$ cat config.mk
export PLATFORM = sky130hd
export DESIGN_NAME = ethernet_l4_protocol_extract
export DESIGN_NICKNAME = d
export VERILOG_FILES = /design/src/rtl/l4px_pkg.sv /design/src/rtl/ethernet_l4_protocol_extract.sv /design/src/rtl/l4px_parser.sv
export SDC_FILE = /design/constraint.sdc
export NUM_CORES = 1
export LEC_CHECK = 0
export ABC_CLOCK_PERIOD_IN_PS = 7400
export BUFFER_PORTS_ARGS = -buffer_cell sky130_fd_sc_hd__buf_2
export CELL_PAD_IN_SITES_DETAIL_PLACEMENT = 1
export CELL_PAD_IN_SITES_GLOBAL_PLACEMENT = 2
export CORE_ASPECT_RATIO = 1.4
export CORE_MARGIN = 2
export CORE_UTILIZATION = 43
export CTS_BUF_LIST = sky130_fd_sc_hd__clkbuf_2 sky130_fd_sc_hd__clkbuf_4 sky130_fd_sc_hd__clkbuf_8
export CTS_CLUSTER_SIZE = 28
export DETAILED_ROUTE_END_ITERATION = 6
export MAX_ROUTING_LAYER = met4
export PLACE_DENSITY_LB_ADDON = 0.1
export SLEW_MARGIN = 20
export SYNTH_ARGS = -nofsm -noshare
export SYNTH_HDL_FRONTEND = slang
export SYNTH_SLANG_ARGS = --single-unit
$ cat constraint.sdc
create_clock -name clk_i -period 7.4 [get_ports clk_i]
set_input_delay 2.22 -clock clk_i [delete_from_list [all_inputs] [get_ports clk_i]]
set_output_delay 2.22 -clock clk_i [all_outputs]
set_load 0.005 [all_outputs]
$ cat src/rtl/l4px_pkg.sv
`timescale 1ns / 1ps
// ----------------------------------------------------------------------------
// L4 protocol extract package
// Shared item types, ethertype constants and frame class codes.
// ----------------------------------------------------------------------------
package l4px_pkg;

  localparam int unsigned MaxVlanTags = 2;

  localparam logic [15:0] ETYPE_CTAG = 16'h8100;
  localparam logic [15:0] ETYPE_STAG = 16'h88A8;
  localparam logic [15:0] ETYPE_IPV4 = 16'h0800;
  localparam logic [15:0] ETYPE_IPV6 = 16'h86DD;

  localparam logic [2:0] CLASS_IPV4     = 3'd0;
  localparam logic [2:0] CLASS_IPV6     = 3'd1;
  localparam logic [2:0] CLASS_OTHER    = 3'd2;
  localparam logic [2:0] CLASS_IP_SHORT = 3'd3;
  localparam logic [2:0] CLASS_L2_SHORT = 3'd4;

  localparam logic [5:0] HDR_START_RST = 6'd14;
  localparam logic [6:0] OFFSET_MAX    = 7'd127;

  typedef struct packed {
    logic [7:0] frame_byte;
    logic       end_of_frame;
  } in_item_t;

  typedef struct packed {
    logic [7:0] protocol;
    logic [2:0] frame_class;
  } out_item_t;

  function automatic logic is_tag_type(input logic [15:0] et);
    return (et == ETYPE_CTAG) || (et == ETYPE_STAG);
  endfunction

endpackage

$ cat src/rtl/ethernet_l4_protocol_extract.sv
`timescale 1ns / 1ps
// ----------------------------------------------------------------------------
// Ethernet L4 protocol extract
// Byte-wide frame parser reporting the IP protocol and a frame class.
// ----------------------------------------------------------------------------
// One frame byte is taken per cycle. Up to MAX_VLAN_TAGS 802.1Q/802.1AD tags
// are skipped; the IPv4 protocol or IPv6 next header is captured. On the byte
// marked end_of_frame one result item is written to the output register and
// shows up on the next cycle. Bytes that are not the last one are taken every
// cycle even while a result waits; a last byte waits only while the output
// register is full and not being drained.
module ethernet_l4_protocol_extract #(
  parameter int unsigned MAX_VLAN_TAGS = l4px_pkg::MaxVlanTags
) (
  input  logic                 clk_i,
  input  logic                 rst_ni,
  input  logic                 in_valid_i,
  output logic                 in_ready_o,
  input  l4px_pkg::in_item_t   in_data_i,
  output logic                 out_valid_o,
  input  logic                 out_ready_i,
  output l4px_pkg::out_item_t  out_data_o
);
  import l4px_pkg::*;

  logic      in_accept;
  logic      out_free;
  out_item_t result;
  logic      out_valid_q, out_valid_d;
  out_item_t out_q;

  assign out_free   = !out_valid_q || out_ready_i;
  assign in_ready_o = out_free || !in_data_i.end_of_frame;
  assign in_accept  = in_valid_i && in_ready_o;

  l4px_parser #(
    .MAX_VLAN_TAGS(MAX_VLAN_TAGS)
  ) u_parser (
    .clk_i    (clk_i),
    .rst_ni   (rst_ni),
    .accept_i (in_accept),
    .data_i   (in_data_i),
    .result_o (result)
  );

  always_comb begin
    out_valid_d = out_valid_q;
    if (in_accept && in_data_i.end_of_frame) begin
      out_valid_d = 1'b1;
    end else if (out_ready_i) begin
      out_valid_d = 1'b0;
    end
  end

  always_ff @(posedge clk_i or negedge rst_ni) begin
    if (!rst_ni) begin
      out_valid_q <= 1'b0;
    end else begin
      out_valid_q <= out_valid_d;
    end
  end

  always_ff @(posedge clk_i) begin
    if (in_accept && in_data_i.end_of_frame) begin
      out_q <= result;
    end
  end

  assign out_valid_o = out_valid_q;
  assign out_data_o  = out_q;

  a_last_gives_result: assert property (@(posedge clk_i) disable iff (!rst_ni)
    in_valid_i && in_ready_o && in_data_i.end_of_frame |=> out_valid_o)
    else $error("last byte produced no result");

  a_last_stall_only_when_full: assert property (@(posedge clk_i) disable iff (!rst_ni)
    in_valid_i && !in_ready_o |-> out_valid_o && !out_ready_i)
    else $error("last byte stalled with free output");

  a_proto_zero_when_not_ip: assert property (@(posedge clk_i) disable iff (!rst_ni)
    out_valid_o && out_data_o.frame_class != CLASS_IPV4
      && out_data_o.frame_class != CLASS_IPV6 |-> out_data_o.protocol == 8'd0)
    else $error("protocol set for non-IP class");

  a_class_in_range: assert property (@(posedge clk_i) disable iff (!rst_ni)
    out_valid_o |-> out_data_o.frame_class <= CLASS_L2_SHORT)
    else $error("frame class out of range");

endmodule

$ cat src/rtl/l4px_parser.sv
`timescale 1ns / 1ps
// ----------------------------------------------------------------------------
// L4 protocol extract parser
// Per-frame byte offset and header state; classifies the frame on its last
// byte.
// ----------------------------------------------------------------------------
module l4px_parser #(
  parameter int unsigned MAX_VLAN_TAGS = l4px_pkg::MaxVlanTags
) (
  input  logic                 clk_i,
  input  logic                 rst_ni,
  input  logic                 accept_i,
  input  l4px_pkg::in_item_t   data_i,
  output l4px_pkg::out_item_t  result_o
);
  import l4px_pkg::*;

  localparam logic [1:0] PH_ETH = 2'd0;
  localparam logic [1:0] PH_TAG = 2'd1;
  localparam logic [1:0] PH_L3  = 2'd2;

  localparam logic [2:0] MaxTags = 3'(MAX_VLAN_TAGS);

  logic [6:0]  offset_q, offset_d;
  logic [15:0] ether_type_q, ether_type_d;
  logic [5:0]  hdr_start_q, hdr_start_d;
  logic [1:0]  tags_q, tags_d;
  logic [1:0]  phase_q, phase_d;
  logic [7:0]  proto_q, proto_d;

  logic [15:0] et_n;
  logic [5:0]  hs_n;
  logic [1:0]  tags_n;
  logic [1:0]  phase_n;
  logic [7:0]  proto_n;

  logic [7:0] off8;
  logic [7:0] hs8;
  logic [7:0] hs8_n;
  logic [7:0] length;
  logic [7:0] b;

  assign b      = data_i.frame_byte;
  assign off8   = {1'b0, offset_q};
  assign hs8    = {2'b00, hdr_start_q};
  assign hs8_n  = {2'b00, hs_n};
  assign length = off8 + 8'd1;

  always_comb begin
    et_n    = ether_type_q;
    hs_n    = hdr_start_q;
    tags_n  = tags_q;
    phase_n = phase_q;
    proto_n = proto_q;
    case (phase_q)
      PH_ETH: begin
        if (off8 == 8'd12) begin
          et_n = {b, ether_type_q[7:0]};
        end else if (off8 == 8'd13) begin
          et_n = {ether_type_q[15:8], b};
          phase_n = (is_tag_type(et_n) && ({1'b0, tags_q} < MaxTags)) ? PH_TAG : PH_L3;
        end
      end
      PH_TAG: begin
        if (off8 == hs8 + 8'd2) begin
          et_n = {b, ether_type_q[7:0]};
        end else if (off8 == hs8 + 8'd3) begin
          et_n    = {ether_type_q[15:8], b};
          hs_n    = hdr_start_q + 6'd4;
          tags_n  = tags_q + 2'd1;
          phase_n = (is_tag_type(et_n) && ({1'b0, tags_n} < MaxTags)) ? PH_TAG : PH_L3;
        end
      end
      default: begin
        if (ether_type_q == ETYPE_IPV4 && off8 == hs8 + 8'd9) begin
          proto_n = b;
        end else if (ether_type_q == ETYPE_IPV6 && off8 == hs8 + 8'd6) begin
          proto_n = b;
        end
      end
    endcase
  end

  always_comb begin
    result_o.protocol    = 8'd0;
    result_o.frame_class = CLASS_OTHER;
    if (phase_n != PH_L3) begin
      result_o.frame_class = CLASS_L2_SHORT;
    end else if (et_n == ETYPE_IPV4) begin
      if (length >= hs8_n + 8'd20) begin
        result_o.frame_class = CLASS_IPV4;
        result_o.protocol    = proto_n;
      end else begin
        result_o.frame_class = CLASS_IP_SHORT;
      end
    end else if (et_n == ETYPE_IPV6) begin
      if (length >= hs8_n + 8'd40) begin
        result_o.frame_class = CLASS_IPV6;
        result_o.protocol    = proto_n;
      end else begin
        result_o.frame_class = CLASS_IP_SHORT;
      end
    end
  end

  always_comb begin
    if (data_i.end_of_frame) begin
      offset_d     = 7'd0;
      ether_type_d = 16'd0;
      hdr_start_d  = HDR_START_RST;
      tags_d       = 2'd0;
      phase_d      = PH_ETH;
      proto_d      = 8'd0;
    end else begin
      offset_d     = (offset_q == OFFSET_MAX) ? offset_q : offset_q + 7'd1;
      ether_type_d = et_n;
      hdr_start_d  = hs_n;
      tags_d       = tags_n;
      phase_d      = phase_n;
      proto_d      = proto_n;
    end
  end

  always_ff @(posedge clk_i or negedge rst_ni) begin
    if (!rst_ni) begin
      offset_q     <= 7'd0;
      ether_type_q <= 16'd0;
      hdr_start_q  <= HDR_START_RST;
      tags_q       <= 2'd0;
      phase_q      <= PH_ETH;
      proto_q      <= 8'd0;
    end else if (accept_i) begin
      offset_q     <= offset_d;
      ether_type_q <= ether_type_d;
      hdr_start_q  <= hdr_start_d;
      tags_q       <= tags_d;
      phase_q      <= phase_d;
      proto_q      <= proto_d;
    end
  end

endmodule

After elaboration in Yosys (flattened, before gate mapping)
Cells that the tools add are included.
Storage, ports and cells
  register bits after elaboration: 53
  input port bits: 13
  output and inout bits: 13
  logic and storage cells: 94
Cells by class
  $add $sub $neg: 10
  order comparisons: 4
  equality and inequality tests: 17
  mux-type cells: 36
  reductions and logical operators: 18
Operators by type and width (count)
  $eq 16x16->1 const B: 4
  $mux 8: 8
  $mux 16: 3
  $eq 16x12->1 const B: 2
  $eq 7x8->1: 4
  $pmux 16 s2: 1
  $mux 2: 13
  $mux 6: 4
  $mux 11: 2
  $ge 8x8->1: 2
  $add 6x2->7 const B: 2
  $eq 7x4->1 const B: 2
  $mux 7: 2
  $add 7x1->8 const B: 1
  $add 6x3->7 const B: 1
  $add 6x4->7 const B: 1
  $add 6x5->7 const B: 1
  $add 6x6->7 const B: 1
  $add 7x1->7 const B: 1
  $eq 7x7->1 const B: 1
  $add 6x3->6 const B: 1
  $logic_and 1x1->1: 6
  $ne 2x2->1 const B: 3
  $reduce_bool 2->1: 3
  other kinds (11): 16

Logic depth before layout (Yosys ltp)
Gate-level depths: netlist (run 1).
  depth in word-level cells: 10
  gate-level depth with buffers: 20
  depth with buffers taken out: 18

By module
From an unflattened synthesis (run 1), not the netlist that was laid out.
Second synthesis, totals
  cells, all modules: 370
  area total of the unflattened synthesis: 3444.6 um^2
By module, submodules not included
  l4px_parser: times used 1, cells each 352, area an instance 3046.7 um^2, seq. area each 1004.7 um^2
  ethernet_l4_protocol_extract: times used 1, cells each 18, area an instance 397.9 um^2, seq. area each 355.3 um^2

Worst setup path after synthesis (run 1)
Ideal clock, no wire load.
  path type: input to output
  start point: in out_ready_i
  end point: out in_ready_o
  arrival time: 2.373 ns
  required time: 5.180 ns
  setup slack: 2.807 ns
  stages on the path: 2
  path buffers: 0
  cell sequence: inv_1 -> nand3_1
On the way
  longest elaborated chain between the ends: 2
RTL lines
  start, declared: RTL line ethernet_l4_protocol_extract.sv:21  | input logic out_ready_i,
  $logic_or 1x1->1: RTL line ethernet_l4_protocol_extract.sv:32  | assign out_free = !out_valid_q || out_ready_i;
  $logic_or 1x1->1: RTL line ethernet_l4_protocol_extract.sv:33  | assign in_ready_o = out_free || !in_data_i.end_of_frame;
  end, declared: RTL line ethernet_l4_protocol_extract.sv:18  | output logic in_ready_o,
Every way passes these cells.

Worst setup path in the final report (run 1)
  start point: in in_data_i[0] in the netlist's numbering
  end point: out in_ready_o
On the way
  longest elaborated chain between the ends: 2
RTL lines
  start, declared: RTL line ethernet_l4_protocol_extract.sv:19  | input l4px_pkg::in_item_t in_data_i,
  $logic_not 1->1: RTL line ethernet_l4_protocol_extract.sv:33
  $logic_or 1x1->1: RTL line ethernet_l4_protocol_extract.sv:33
Every way passes these cells.

==> results of run 1 <==
[area by class of cell]
class	instances	area [um2]	share of cell area, %
Inverter	10	37.5	0.973
Timing Repair Buffer	27	153	3.96
Clock buffer	5	68.8	1.78
Clock inverter	3	27.5	0.714
Sequential cell	52	1360	35.3
Tap cell	102	128	3.31
Multi-Input combinational cell	293	2080	54.0
[cell families (layout without fill, tap and decap cells)]
| family | after synthesis | count (layout) | synth area share [%] |
|---|---|---|---|
| DFF | 52 | 52 | 37.7 |
| buffers and inverters | 35 | 45 | 4.51 |
| AOI/OAI and AO/OA | 99 | 99 | 19.2 |
| and+or+nand+nor | 136 | 136 | 20.9 |
| xor gates and xnor gates | 23 | 23 | 6.39 |
| muxes | 14 | 14 | 3.92 |
| adders and majority gates | 21 | 21 | 7.29 |
[critical path, stage by stage]
cell     delay, ns
buf_2         0.23
nand3_1       0.15
buf_2         0.15
[state kept, by name (all words and copies together), names as in the netlist]
name / flops
u_parser.ether_type_q: 16
out_data_o: 11
u_parser.proto_q: 8
u_parser.offset_q: 7
u_parser.hdr_start_q: 5
u_parser.phase_q: 2
u_parser.tags_q: 2
out_valid_o: 1
[through the flow]
step                      setup slack (ns)  cell area [um2]  total power, mW  util, %  instances
final                                 2.42             3860            0.692     47.3        492
after global routing                  2.04             3860            0.731     47.3        492
after CTS                             2.41             3840            0.695     47.1        491
after detailed placement              2.41             3740            0.511     45.9        483
after global placement                2.43             3740            0.505     45.9        483
after floorplan                       2.81             3600            0.462        -        380
[cell usage in the layout (no fill, tap or decap), types with 2 or more instances in the layout]
master     synthesis  routed
a21o_1             3       3
nor2_1            23      23
and2_1             2       2
o2111ai_1          2       2
nor3_1             3       3
or4_1              2       2
nand2b_1           7       7
dfstp_2            3       3
and3_1             5       5
nand3_1           12      12
o21ai_0           28      28
dfrtp_1           38      38
o21a_1             3       3
nor4_1             5       5
inv_1             10      10
nand3b_1           2       2
nand4_1            7       7
nand4b_1           2       2
ha_1              21      21
and4_1             2       2
xnor2_1           12      12
nand2_1           37      37
nor2b_1            6       6
a22o_1            18      18
xor2_1             9       9
buf_2              7      25
a21oi_1            9       9
o22ai_1            2       2
a22oi_1            9       9
nor4b_1            2       2
mux2i_1           13      13
o21ai_1            4       4
clkbuf_8           0       5
edfxtp_1          11      11
nor3_2             9       9
[cell usage after synthesis, drive strengths merged (2+ instances only)]
cell type,number
nor2b,6
clkbuf,14
and2,3
o22ai,2
inv,10
xor2,9
nor2,23
ha,21
nand2,37
nand4b,2
dfstp,3
or3b,2
a21oi,9
nand4,7
o2111ai,2
o21ai,33
edfxtp,11
dfrtp,38
nor4b,2
or2,2
o21a,3
nand2b,7
xnor2,12
nor3,12
or4,2
nand3b,2
nor4,5
buf,11
a22o,18
nand3,12
a21o,3
and3,6
mux2i,13
a22oi,9
and4,2
[path summary, 6_finish.rpt]
kind                                               from                       end
worst max-delay path                       in_data_i[0]                in_ready_o
max in group asynchronous                        rst_ni   u_parser.hdr_start_q[3]
worst max register to register  u_parser.hdr_start_q[2]             out_data_o[8]
worst min-delay path                        out_valid_o               out_valid_o
min in group asynchronous                        rst_ni  u_parser.ether_type_q[9]
worst min register to register              out_valid_o               out_valid_o
[power groups by stage]
stage | clock network (mW) | registers, mW | logic (mW)
2_1_floorplan | 0 | 0.337 | 0.125
3_3_place_gp | 0 | 0.346 | 0.159
3_5_place_dp | 0 | 0.349 | 0.162
4_1_cts | 0.189 | 0.344 | 0.163
5_1_grt | 0.200 | 0.348 | 0.183
6_report | 0.186 | 0.344 | 0.162
[layer usage]
metal  routed length, um  vias to the layer above  part of all wire [%]  global-route usage (%)
li1                    -                     1408                     -                       -
met1                4200                     1488                    42                    29.4
met2                5470                       34                    54                    43.1
met3                 172                       11                   1.7                    2.81
met4                 227                        0                   2.3                    7.23
met5                   0                        -                     0                       -
==> flow_summary.toml, run 1 <==
[logic_synthesis]
synth_edf_count = 11
async_flop_share_pct = 78.8
netlist_area_mm2 = 0.00360
ys_warn_count = 0
yosysTopAreaCell = "dfrtp_1"
synth_area_leaders = "dfrtp_1 26%, edfxtp_1 9.2%, ha_1 7.3%"
synthDistinctLibCells = 71
syn-num-nets = 414
synth-seq-cells = 52
yosys.area.top_type_share_pct = 26.4
synth-seq-area-share_pct = 37.7
avgSynthCellArea_um2 = 9.49
synth_ff_type = "dfrtp_1"
synth_cells = 380

[timing]
hold_violations = 0
finalCritPeriodShare_pct = 67.3
slew_violations = 0
rsz0062_at_grt = "false"
min_period_ns = 4.98
fin_setup_tns_ns = 0
tightest_slew_ns = 1.06
finalSetupViolations = 0
max_freq_mhz = 201
skew_ns = 0.0140
holdWs_ns = 0.520
slew_headroom_pct = 28.9

[power]
p_comb_share_pct = 23.4
ir_worst_vdd_v = 0.000101
power_frac_clock_pct = 26.9
p_sw_share_pct = 34.1
pwr-share-seq_pct = 49.7
internal-power_mw = 0.456
power_density_mw_per_mm2 = 179
power_switching_mw = 0.236
p_leak_nw = 1.70

[setup_path]
worstSetupStartpointType = "input pin"
reg2reg_depth = 18
critPathCaptureType = "primary output"
critical_path_class = "in2out"
cp.required_ns = 5.18
crit_path_max_fanout = 14
worstPathArrival_ns = 2.76
reg2reg_slack_ns = 2.49

[cts]
cts_tree = "built"
cts_resized = 0
cts_buffers = 5
clk_pin_slew_worst_paths_ns = 0.11
post_cts_buffers = 0
clock_sinks = 52
holdBufCountCts = 0
insertion_delay_ns = 0.33
cts_root_buf = "clkbuf_8"
htreeDepth = 2
cts_max_path_buffers = 2

[global_routing]
grt_overflow = 0
grt_max_degree = 42
grt_pass1_wl_um = 16800
antenna_found_initial = 0
track_usage_pct = 24.7
grt_pass1_vias = 3128

[placed_design]
dp_hpwl_um = 7530
port-buffer-count = 25
gp_congestion = 0.817

[floorplan]
die_h_um = 112
chipWidth_um = 81.4
core-area_mm2 = 0.00815
initial_core_util_pct = 44.2
dieArea_mm2 = 0.00914
io_pins = 26
row_count = 39

[run_status]
outcome = "complete, no violations"

[cells_and_area]
drive_gt1_share_pct = 14.9
fillers = 960
diodes = 0
finalNetCount = 423
syn_to_final_growth_pct = 6.98

[detailed_routing]
post_drt_wl_per_cell_um = 20.5
route.antenna.remaining_nets = 0
drtPass1Iterations = 4
drt-initial-drc-count = 166
viasPerCell = 5.98
vias = 2941
drc_errors = 0
routed_wl_um = 10100

[job]
cap_violations = 0

[min_path]
hp-class = "reg2reg"
worstHoldPathCells = 1
Note: power is estimated with default switching activity, not from simulation.
==> run 2: changes to the inputs <==
- ABC_CLOCK_PERIOD_IN_PS: 7400 -> 4550
- CORE_UTILIZATION: 43 -> 36
- clock period: 7.4 -> 4.55 ns (I/O delays scaled with it)
==> run 2 against run 1 <==
Compared with the run above: final area is 2.6% higher; sequential share of layout area is 0.88 points lower; sequential power is 61% higher; via count is 1.3% higher; register-to-register slack worse by 2.1 ns; critical path type is now reg2reg; total power is 62% higher; hold slack worse by 0.0019 ns; utilization is 7.2 points lower; flip-flop and latch count stayed put; count of clock-buffer cells in the layout is 1 higher.
==> flow_summary.toml, run 2 (synthesis gave the netlist of run 1 again) <==
[run_status]
outcome = "complete, no violations"

[cells_and_area]
mostFrequentLayoutCell = "dfrtp_1"
largest_register_ffs = 16
finalNetCount = 432
top_regs = "u_parser.ether_type_q (16), out_data_o (11), u_parser.proto_q (8)"
top_register = "u_parser.ether_type_q"
syn_to_final_growth_pct = 9.72
fin_cells = 534
final_util_pct = 40.2
drive_gt1_share_pct = 17.3
diodes = 0
final_cell_mix = "38 x dfrtp_1, 37 x nand2_1, 28 x o21ai_0, 24 x buf_2, 22 x nor2_1"

[cts]
holdBufCountCts = 0
post_cts_buffers = 0
cts_root_buf = "clkbuf_8"
cts_max_path_buffers = 2
cts_buffers = 5
clock_sinks = 52
cts_tree = "built"
clk_pin_slew_worst_paths_ns = 0.10
insertion_delay_ns = 0.32
htreeDepth = 2
cts_resized = 0

[global_routing]
antenna_found_initial = 0
grt_pass1_vias = 3121
grt_overflow = 0
grt_max_degree = 42
track_usage_pct = 21.8
met2_usage_pct = 39.0
grt.busiest_layer = "met2"
gr-usage-met1_pct = 25.2
use_met3_pct = 2.35
grt_pass1_wl_um = 17300

[floorplan]
initial_core_util_pct = 36.6
chipWidth_um = 88.6
die_h_um = 122
io_pins = 26
core-area_mm2 = 0.00985
dieArea_mm2 = 0.0108
row_count = 43

[setup_path]
timing.rr.start = "u_parser.hdr_start_q[1]"
reg2reg_depth = 16
critical_path_class = "reg2reg"
worstPathArrival_ns = 4.24
reg2reg_slack_ns = 0.37
crit_path_max_fanout = 9
critPathLaunch = "u_parser.hdr_start_q[1]"
cp.required_ns = 4.61
worstReg2RegEnd = "out_data_o[1]"
critPathCaptureType = "register"
worstSetupStartpointType = "register"

[power]
p_leak_nw = 1.74
ir_worst_vdd_v = 0.000132
power_density_mw_per_mm2 = 284

[min_path]
hp-class = "reg2reg"
worstHoldPathCells = 1
min_from = "out_valid_o"
min_to = "out_valid_o"

[timing]
slew_headroom_pct = 44.2
hold_violations = 0
setup_ws_ns = 0.371
finalSetupViolations = 0
fin_setup_tns_ns = 0
slew_violations = 0
rsz0062_at_grt = "false"
finalCritPeriodShare_pct = 91.8
min_period_ns = 4.18
max_freq_mhz = 239
tightest_slew_ns = 0.828
skew_ns = 0.00499

[detailed_routing]
routed_wl_um = 10700
drc_errors = 0
drtPass1Iterations = 4
post_drt_wl_per_cell_um = 20.1
drt-initial-drc-count = 109
route.antenna.remaining_nets = 0
vias = 2980
viasPerCell = 5.58

[placed_design]
port-buffer-count = 25
dpl.cell_count = 526
gp_congestion = 0.869
dp_hpwl_um = 8270
post-place-ws_ns = 0.115

[job]
cap_violations = 0
[run 2: critical path, cell delays in order, from the launching register on]
cell and delay, ns:
dfstp_2 0.62, inv_1 0.10, ha_1 0.31, xnor2_1 0.21, and2_4 0.19, nand3_1 0.14
nor2_2 0.28, nand2_1 0.10, xor2_1 0.31, inv_1 0.15, ha_1 0.23, xnor2_1 0.13
ha_1 0.29, o211ai_1 0.08, and3_1 0.15, o32a_2 0.44, nor2b_1 0.17
[run 2: where the power goes]
part | switching [mW] | leakage [nW] | internal [mW]
clock | 0.176 | 0.0448 | 0.116
sequential | 0.0381 | 0.656 | 0.515
combinational | 0.161 | 1.04 | 0.116
total | 0.375 | 1.74 | 0.747
[run 2: final cells by class]
type | instances | area (um2)
fillers | 1177 | 5890
repair buffers | 36 | 210
well taps | 135 | 169
multi-input cells | 293 | 2090
clock inverters | 2 | 16.3
inverters | 10 | 37.5
flip-flops and latches | 52 | 1360
clock buffers | 6 | 76.3
[run 2: metal layers]
layer	part of all wire, %	vias up
met5	0	-
met4	2.6	0
met2	54	40
li1	-	1431
met1	41	1492
met3	2.3	17
[run 2: worst max path at each step]
stage,endpoint,slack [ns],depth (start not counted)
detailed placement,out_data_o[5],0.11,17
global placement,out_data_o[6],0.28,17
floorplan,out_data_o[10],0.46,20
global route,out_data_o[1],0.04,17
finish,out_data_o[1],0.37,16
CTS,out_data_o[1],0.07,17
[run 2: stage by stage]
step | cell area (um2) | hold WS [ns] | total power, mW
3_3_place_gp | 3860 | 0.485 | 0.830
6_report | 3960 | 0.518 | 1.12
4_1_cts | 3950 | 0.524 | 1.13
3_5_place_dp | 3860 | 0.498 | 0.840
5_1_grt | 3960 | 0.530 | 1.19
2_1_floorplan | 3600 | 0.471 | 0.752
